==> src/rtl/aghw_pkg.sv <==
// Shared types, widths and saturation helpers for the hashed
// AdaGrad weight update block. No dependencies.
package aghw_pkg;

    localparam int WORD_W  = 32;
    localparam int INDEX_W = 18;
    localparam int ENTRY_W = 2 * WORD_W;
    localparam int QUOT_W  = 49;
    localparam int ROOT_W  = 50;
    localparam int ITER_W  = 6;
    localparam int DIV_STEPS  = 49;
    localparam int SQRT_STEPS = 25;
    localparam logic [WORD_W-1:0] HASH_MULT_RESET = 32'd27942141;

    // Datapath commands issued by the controller
    typedef struct packed {
        logic clr_step;
        logic load_in;
        logic calc_idx;
        logic rd_mem;
        logic calc_inc;
        logic calc_sum;
        logic div_step;
        logic sqrt_init;
        logic sqrt_step;
        logic calc_t;
        logic calc_d;
        logic wb;
    } dp_cmd_t;

    // Datapath status returned to the controller
    typedef struct packed {
        logic clr_last;
        logic skip_root;
    } dp_stat_t;

    // Clamp a signed 64-bit value to signed 32 bits
    function automatic logic [WORD_W-1:0] sat_s32(input logic signed [63:0] v);
        logic [WORD_W-1:0] r;
        if (v > 64'sd2147483647)
            r = 32'h7FFF_FFFF;
        else if (v < -64'sd2147483648)
            r = 32'h8000_0000;
        else
            r = v[WORD_W-1:0];
        return r;
    endfunction

    // Clamp an unsigned 64-bit value to unsigned 32 bits
    function automatic logic [WORD_W-1:0] sat_u32(input logic [63:0] v);
        logic [WORD_W-1:0] r;
        if (v[63:WORD_W] != '0)
            r = '1;
        else
            r = v[WORD_W-1:0];
        return r;
    endfunction

endpackage

==> src/rtl/aghw_ctrl.sv <==
// Controller state machine for the hashed AdaGrad update.
// Depends on aghw_pkg for command and status types.
module aghw_ctrl (
    input  logic              clk,
    input  logic              rst_n,
    input  logic              in_valid,
    output logic              in_stall,
    output logic              out_valid,
    input  logic              out_stall,
    input  aghw_pkg::dp_stat_t stat,
    output aghw_pkg::dp_cmd_t  cmd
);
    import aghw_pkg::*;

    localparam logic [3:0] ST_CLR  = 4'd0;
    localparam logic [3:0] ST_IDLE = 4'd1;
    localparam logic [3:0] ST_IDX  = 4'd2;
    localparam logic [3:0] ST_RD   = 4'd3;
    localparam logic [3:0] ST_INC  = 4'd4;
    localparam logic [3:0] ST_SUM  = 4'd5;
    localparam logic [3:0] ST_DIV  = 4'd6;
    localparam logic [3:0] ST_SQI  = 4'd7;
    localparam logic [3:0] ST_SQ   = 4'd8;
    localparam logic [3:0] ST_T    = 4'd9;
    localparam logic [3:0] ST_D    = 4'd10;
    localparam logic [3:0] ST_WB   = 4'd11;

    logic [3:0]        state_reg, state_next;
    logic [ITER_W-1:0] cnt_reg, cnt_next;
    logic              out_valid_reg, out_valid_next;
    logic              out_free;

    assign out_free = !out_valid_reg || !out_stall;

    // Next state and commands
    always_comb
    begin
        state_next     = state_reg;
        cnt_next       = cnt_reg;
        out_valid_next = out_valid_reg && out_stall;
        cmd            = '0;
        case (state_reg)
            ST_CLR:
            begin
                cmd.clr_step = 1'b1;
                if (stat.clr_last)
                    state_next = ST_IDLE;
            end
            ST_IDLE:
            begin
                if (in_valid)
                begin
                    cmd.load_in = 1'b1;
                    state_next  = ST_IDX;
                end
            end
            ST_IDX:
            begin
                cmd.calc_idx = 1'b1;
                state_next   = ST_RD;
            end
            ST_RD:
            begin
                cmd.rd_mem = 1'b1;
                state_next = ST_INC;
            end
            ST_INC:
            begin
                cmd.calc_inc = 1'b1;
                state_next   = ST_SUM;
            end
            ST_SUM:
            begin
                cmd.calc_sum = 1'b1;
                cnt_next     = '0;
                if (stat.skip_root)
                    state_next = ST_WB;
                else
                    state_next = ST_DIV;
            end
            ST_DIV:
            begin
                cmd.div_step = 1'b1;
                cnt_next     = cnt_reg + 1'b1;
                if (cnt_reg == ITER_W'(DIV_STEPS - 1))
                    state_next = ST_SQI;
            end
            ST_SQI:
            begin
                cmd.sqrt_init = 1'b1;
                cnt_next      = '0;
                state_next    = ST_SQ;
            end
            ST_SQ:
            begin
                cmd.sqrt_step = 1'b1;
                cnt_next      = cnt_reg + 1'b1;
                if (cnt_reg == ITER_W'(SQRT_STEPS - 1))
                    state_next = ST_T;
            end
            ST_T:
            begin
                cmd.calc_t = 1'b1;
                state_next = ST_D;
            end
            ST_D:
            begin
                cmd.calc_d = 1'b1;
                state_next = ST_WB;
            end
            ST_WB:
            begin
                // Hold until the output register is free
                if (out_free)
                begin
                    cmd.wb         = 1'b1;
                    out_valid_next = 1'b1;
                    state_next     = ST_IDLE;
                end
            end
            default:
            begin
                state_next = ST_IDLE;
            end
        endcase
    end

    // Control registers
    always_ff @(posedge clk or negedge rst_n)
    begin
        if (!rst_n)
        begin
            state_reg     <= ST_CLR;
            cnt_reg       <= '0;
            out_valid_reg <= 1'b0;
        end
        else
        begin
            state_reg     <= state_next;
            cnt_reg       <= cnt_next;
            out_valid_reg <= out_valid_next;
        end
    end

    assign in_stall  = (state_reg != ST_IDLE);
    assign out_valid = out_valid_reg;

endmodule

==> config.mk <==
export PLATFORM = sky130hd
export DESIGN_NAME = aghw_ctrl
export DESIGN_NICKNAME = d
export VERILOG_FILES = /design/src/rtl/aghw_pkg.sv /design/src/rtl/aghw_ctrl.sv
export SDC_FILE = /design/constraint.sdc
export NUM_CORES = 1
export LEC_CHECK = 0
export BUFFER_PORTS_ARGS = -buffer_cell sky130_fd_sc_hd__buf_2
export CORE_MARGIN = 10
export CORE_UTILIZATION = 50
export DETAILED_ROUTE_END_ITERATION = 16
export PLACE_DENSITY = 0.76
export SLEW_MARGIN = 20
export SYNTH_ARGS = -nofsm -noshare
export SYNTH_HDL_FRONTEND = slang
export SYNTH_SLANG_ARGS = --single-unit
==> constraint.sdc <==
create_clock -name clk -period 2.1 [get_ports clk]
set_input_delay 0.105 -clock clk [delete_from_list [all_inputs] [get_ports clk]]
set_output_delay 0.105 -clock clk [all_outputs]
set_load 0.02 [all_outputs]
# Yosys cells after proc, flatten, opt, wreduce, memory -nomap -nowiden
# Cells that the tools add are included.
# Widths: inputs -> output; s select.
dict set report classes {
  n_reduce_logical 9
  n_mux 24
  add_sub_neg 1
  n_eq_ne 19
}
# cell count
set ops {}
lappend ops {{$pmux 4 s12} 1}
lappend ops {{$mux 4} 6}
lappend ops {{$eq 4x3->1 const B} 4}
lappend ops {{$eq 4x4->1 const B} 4}
lappend ops {{$mux 1} 16}
lappend ops {{$pmux 6 s2} 1}
lappend ops {{$ne 2x2->1 const B} 5}
lappend ops {{$eq 4x2->1 const B} 2}
lappend ops {{$add 6x1->6 const B} 1}
lappend ops {{$eq 6x5->1 const B} 1}
lappend ops {{$eq 6x6->1 const B} 1}
lappend ops {{$reduce_and 5->1} 1}
lappend ops {{$eq 4x1->1 const B} 1}
lappend ops {{$logic_not 4->1} 1}
lappend ops {{$ne 4x1->1 const B} 1}
lappend ops {{$reduce_or 2->1} 2}
lappend ops {{$logic_not 1->1} 2}
lappend ops {{$reduce_bool 2->1} 1}
lappend ops {{$logic_and 1x1->1} 1}
lappend ops {{$logic_or 1x1->1} 1}
dict set report word_totals {
  wordCells 56
  output_inout_bits 14
  in_bits 6
  register_bits 11
}

# Logic depth before layout (Yosys ltp)
# Gate-level depths: netlist of the first run.
dict set report depth {
  word_depth 4
  mapped_depth 6
  mapped_depth_nobuf 6
}

# Worst setup path before layout of the first run
# Ideal clock, no wire load.
dict set report synth_path {
  path_type {register to register}
  from {register state_reg[0]}
  to {register cnt_reg[5]}
  path_slack_ns 0.372
  path_stages_with_launch 5
  setup_ns 0.077
  t_arrival_ns 1.650
  cell_sequence {dfrtp_1 nor4b_4 a21oi_2 or4_1 a21oi_1}
}
dict set report synth_via {
  elab_chain_cells 3
  elab_cells_between_ends 8
}
# element line_no
set synth_rtl {}
lappend synth_rtl {{from (decl)} aghw_ctrl.sv:28} ;# logic [3:0] state_reg, state_next;
lappend synth_rtl {{from (signal assigned)} aghw_ctrl.sv:139} ;# state_reg <= state_next;
lappend synth_rtl {{$eq 4x4->1 or $eq 4x3->1 (tied branches)} aghw_ctrl.sv:42} ;# case (state_reg)
lappend synth_rtl {{$reduce_or 2->1 (no line)} n/a}
lappend synth_rtl {{$pmux 6 s2 or $reduce_bool 2->1 (tied branches)} n/a}
lappend synth_rtl {{to (signal assigned)} aghw_ctrl.sv:140} ;# cnt_reg <= cnt_next;
lappend synth_rtl {{to (decl)} aghw_ctrl.sv:29} ;# logic [ITER_W-1:0] cnt_reg, cnt_next;
# Several ways; a longest one is shown, not always the timed one.
# A chain may end at the register's enable or synchronous reset.

# Worst setup path in the final report of the first run
# Same ends and word-level chain as after synthesis.

==> reports/metrics.csv, run 1 <==
metric,value,unit
Setup WS pre-CTS,0.361,ns
Die W,59.1,um
GRT Residual Overflow,0,
Post-Syn Area per Cell,8.13,um2
post-synthesis async set-or-reset flop share,100,%
layout cell share with drive strength beyond 1,22.6,%
status,completed,
area grow syn2layout,18.7,%
Synth Cell Area,764,um2
Reg2Reg Setup Slack,0.35,ns
slew margin rel.,70.2,%
root buf cell,clkbuf_4,
initial antenna violation count,0,
max reg flops,6,
Hold/Removal Path Class,input pin to flop,
WL/cell,13.6,um
FF-to-FF End,cnt_reg[5],
"EDFF count, synth",0,
post-CTS sizing,0,
hold path endpoint,out_valid,
# nets final,124,
GPL Wtd Cong,0.791,
Initial Util,52.0,%
"commonest non-fill, non-tap cells in the layout","buf_2, nand2_1, dfrtp_1, nor2_1",
row cnt,14,
Total GRT Usage,10.6,%
DR vias/cell,5.56,
core area,1470,um2
#FFs+latches synth,11,
die height,59.1,um
Post-Syn Nets,102,
WHS Path Cells,3,
hold_sp,out_stall,
ANT cells,0,
"Power, Total",0.00122,W
critical path class,flop to flop,
Reg2Reg Depth,4,
I/O Pins,20,
Tcrit/Tclk final,83.5,%
fill count,143,
CTS tree,done,
crit path time final,1.75,ns
"commonest non-fill, non-tap cell in the layout",buf_2,
dominant synthesized flop cell,dfrtp_1,
crit path max fanout,15,
Post-Route Setup TNS,0,ns
design area,907,um2
H-tree level count,1,
largest net degree at the start of global routing,16,
Critical Path AT,1.96,ns
total iterations of the first detailed-routing run,4,
DP HPWL,1.36,mm
sequential share of the synthesized area,36.0,%
skew final,0.00423,ns
Worst Slack Setup Final,0.346,ns
Power per Cell Area,1340,nW/um2
RSZ-0062 raised after global routing,false,
Clock Sink Count,11,
# setup viols final,0,
Final Max Slew Viols,0,
WL final,1.78,mm
utilization of the core after routing,61.6,%
first-pass GRT wire length,2.97,mm
post-synthesis instance total,94,
die area,3490,um2
maximum vdd drop,704,uV
clk buf depth,2,
total CTS buffers,3,
Antenna Nets Post-Route,0,
1st-iter DRT viols,17,
clk_lat worst skew,0.28,ns
final hold vios,0,
leakage power,0.444,nW
placed cell areas,871,um2
Yosys cell types,32,
Setup crit start kind,flop,
Ys Warns,0,
max cap viols,0,
DRC errors left,0,
Worst Path Required,2.31,ns
CP Capture Type,flop,
Slew @ Worst Pin,0.446,ns
PortBufs,19,
Post-CTS Setup Bufs,0,
hold buffer count at CTS,1,
worst r2r src,state_reg[0],
vias post-DR,728,
"CTS clk-pin slew, worst paths",0.07,ns
vias in the first global route,685,
FMAX,570,MHz
[Yosys cell counts, drive strengths merged, types with 2 or more instances]
| library cell | instances | area share [%] |
|---|---|---|
| ha | 2 | 3.3 |
| nor3 | 6 | 3.9 |
| mux2i | 2 | 2.6 |
| dfrtp | 11 | 36 |
| clkbuf | 3 | 1.5 |
| nand2b | 6 | 4.9 |
| o21ai | 6 | 3.9 |
| nor2b | 4 | 3.3 |
| nor2 | 9 | 4.4 |
| nand2 | 14 | 6.9 |
| inv | 4 | 2.0 |
| and3 | 2 | 1.6 |
| or3 | 2 | 1.6 |
| a21oi | 7 | 5.1 |
[layout make-up]
class / count / area (um2) / share of cell area [%]
well taps: 16 / 20.0 / 2.21
clock buffers: 4 / 26.3 / 2.90
flip-flops and latches: 11 / 275 / 30.3
repair buffers: 21 / 113 / 12.4
multi-input cells: 75 / 458 / 50.5
inverters: 4 / 15.0 / 1.66
[cells by family after synthesis]
| kind of cell | after synthesis | share of synthesized area (%) |
|---|---|---|
| AOI/OAI and AO/OA | 21 | 18.8 |
| adders and majority gates | 2 | 3.27 |
| buffers and inverters | 8 | 4.09 |
| DFF | 11 | 36.0 |
| muxes | 2 | 2.62 |
| and+or+nand+nor | 50 | 35.2 |
[power breakdown]
part	switching, W	internal, W
clock network	0.0000779	0.0000738
registers	0.000147	0.000276
logic	0.000378	0.000266
total	0.000602	0.000616
[how the worst max path moves through the flow]
stage                 startpoint          to  slack [ns]  cells after the start
finish              state_reg[0]  cnt_reg[5]        0.35                      4
global route        state_reg[2]  cnt_reg[5]        0.18                      4
CTS                 state_reg[0]  cnt_reg[5]        0.34                      4
detailed placement  state_reg[2]  cnt_reg[5]        0.36                      4
global placement    state_reg[0]  cnt_reg[5]        0.41                      4
floorplan           state_reg[0]  cnt_reg[5]        0.37                      4
[metrics by stage]
step	cells	hold slack, ns
finish	131	0.0658
detailed placement	126	-0.0109
floorplan	94	-0.191
global route	131	0.104
global placement	126	-0.0106
CTS	131	0.0750
[critical path: stages, from the launching register on]
cell and delay (ns):
dfrtp_1 0.54, nor4b_4 0.36, a21oi_2 0.12, or4_1 0.51, a21oi_1 0.15
[layer usage]
metal	track usage [%]	part of all wire, %	up-vias
met5	0	0	-
met4	5.25	1.7	0
met3	3.65	6.0	5
met2	17.0	46	17
met1	12.1	46	338
li1	-	-	368
No activity file was read; power rests on OpenSTA's default activity.
==> run 2, diff against run 1 <==
==> constraint.sdc (replaced) <==
create_clock -name clk -period 1.7 [get_ports clk]
set_input_delay 0.085 -clock clk [delete_from_list [all_inputs] [get_ports clk]]
set_output_delay 0.085 -clock clk [all_outputs]
set_load 0.02 [all_outputs]
==> run 2 against run 1 <==
  * Sequential share of layout area decreased by 1.2 points
  * Critical path depth unchanged
  * Sequential power increased by 14%
  * Largest cell class unchanged
  * Clock power increased by 13%
==> reports/metrics.csv, run 2 (same netlist as run 1, synthesis figures left out) <==
metric,value,unit,change
status,completed,,
row cnt,14,,unchanged
crit path max fanout,12,,-3
Critical Path End,cnt_reg[5],,
core area,1470,um2,unchanged
Flop pwr share,29.8,%,-4.9 points
slew margin rel.,81.3,%,+11 points
clk buf depth,2,,unchanged
Comb pwr share,59.6,%,+6.7 points
non-filler cells in the finished layout,137,,+4.6%
DP HPWL,1.53,mm,+12%
maximum vdd drop,863,uV,+23%
total CTS buffers,3,,unchanged
"commonest non-fill, non-tap cells in the layout","buf_2, nand2_1, nor2_1, dfrtp_1, buf_4",,
# nets final,130,,+4.8%
GRT Residual Overflow,0,,unchanged
Hold/Removal Path Class,input pin to flop,,
Tcrit/Tclk final,92.5,%,+9.0 points
first-pass GRT wire length,3.23,mm,+8.8%
vias in the first global route,725,,+5.8%
Clk network pwr share,10.6,%,-1.9 points
# setup viols final,0,,unchanged
I/O Pins,20,,unchanged
Min Hold Slack,0.0778,ns,+0.0120 ns
Slew @ Worst Pin,0.278,ns,-0.168 ns
1st-iter DRT viols,27,,+10
CTS tree,done,,
Power per Cell Area,1690,nW/um2,+26%
crit path time final,1.57,ns,-0.181 ns
WL final,1.96,mm,+10%
FMAX,636,MHz,+11%
"commonest non-fill, non-tap cell in the layout",buf_2,,
Final Max Slew Viols,0,,unchanged
FF-to-FF End,cnt_reg[5],,
max cap viols,0,,unchanged
Post-CTS Setup Bufs,0,,unchanged
Total GRT Usage,11.6,%,+1.0 points
Register Area,278,um2,+0.91%
clk_lat worst skew,0.26,ns,-0.02 ns
"CTS clk-pin slew, worst paths",0.07,ns,about the same
Sw Ratio,48.0,%,-1.4 points
largest net degree at the start of global routing,14,,-2
Worst Path Required,1.89,ns,-0.42 ns
Sw Pwr,0.000777,W,+29%
vias post-DR,767,,+5.4%
layout cell share with drive strength beyond 1,28.1,%,+5.5 points
die area,3490,um2,unchanged
H-tree level count,1,,unchanged
Setup crit start kind,flop,,
PortBufs,19,,unchanged
root buf cell,clkbuf_4,,
die height,59.1,um,unchanged
max reg flops,6,,unchanged
fill count,144,,+0.70%
WL/cell,14.3,um,+5.2%
ANT cells,0,,unchanged
Die W,59.1,um,unchanged
Pint,0.000841,W,+37%
Post-Route Setup TNS,0,ns,unchanged
worst r2r src,state_reg[0],,
Antenna Nets Post-Route,0,,unchanged
total iterations of the first detailed-routing run,4,,unchanged
skew final,0.00799,ns,+0.00376 ns
DR vias/cell,5.60,,+0.74%
Reg2Reg Setup Slack,0.13,ns,-0.22 ns
Reg2Reg Depth,4,,unchanged
Critical Path AT,1.77,ns,-0.19 ns
multi-input logic area,458,um2,unchanged
DRC errors left,0,,unchanged
final hold vios,0,,unchanged
CP Capture Type,flop,,
RSZ-0062 raised after global routing,false,,
Critical Path Start,state_reg[0],,
Initial Util,52.0,%,unchanged
Clock Sink Count,11,,unchanged
initial antenna violation count,0,,unchanged
dpl cells,132,,+4.8%
critical path class,flop to flop,,
area grow syn2layout,24.9,%,
GPL Wtd Cong,0.879,,+11%
leakage power,0.471,nW,+6.1%
run 2: cell types whose count changed in the layout (fill, tap and decap cells not counted):
cell	previous run	this run
dfrtp_2	0	2
dfrtp_1	11	9
buf_4	1	7
run 2: routing by layer:
metal  vias to the layer above  wire, um  track usage, %
li1                        382         -               -
met1                       372       835            12.6
met2                        11      1010            20.3
met3                         2       107            5.79
met4                         0         8            1.31
met5                         -         0               0
run 2: stage by stage:
stage | instance area, um2 | setup slack, ns | total power, W | utilization, %
final | 955 | 0.127 | 0.00162 | 64.9
after global routing | 955 | 0.00645 | 0.00175 | 64.9
after CTS | 953 | 0.0690 | 0.00162 | 64.8
after detailed placement | 917 | 0.0844 | 0.00144 | 62.3
after global placement | 917 | 0.129 | 0.00141 | 62.3
after floorplan | 766 | 0.0131 | 0.00111 | -
run 2: power groups by stage:
stage	clock network [W]	registers, W	logic, W
after global placement	0	0.000469	0.000937
after global routing	0.000191	0.000495	0.00106
after CTS	0.000177	0.000473	0.000967
after floorplan	0	0.000447	0.000658
final	0.000172	0.000483	0.000964
after detailed placement	0	0.000475	0.000961
run 2: critical path: stages, from the launching register on:
cell and delay (ns):
dfrtp_2 0.50, nor4b_4 0.27, a21oi_2 0.09, or4_1 0.50, a21oi_1 0.14
run 2: timing repair:
action	in CTS	in global routing
hold buffers	1	0
resized for setup	0	1
hold endpoints to repair	11	0
setup endpoints to repair	0	3
run 2: area by class of cell:
cell class                 instances  share of cell area, %
timing repair buffer              27                   16.5
sequential                        11                   29.1
clock buffer                       4                   2.75
multi-input combinational         75                   48.0
inverter                           4                   1.57
tap                               16                   2.10
run 2: how the worst min path moves through the flow:
| stage | start | endpoint | slack [ns] | depth (start not counted) |
|---|---|---|---|---|
| global placement | rst_n | out_valid | -0.03 | 1 |
| floorplan | rst_n | cnt_reg[0] | -0.21 | 0 |
| global route | out_stall | out_valid | 0.08 | 3 |
| CTS | out_stall | out_valid | 0.08 | 3 |
| finish | out_stall | out_valid | 0.08 | 3 |
| detailed placement | rst_n | cnt_reg[3] | -0.04 | 1 |
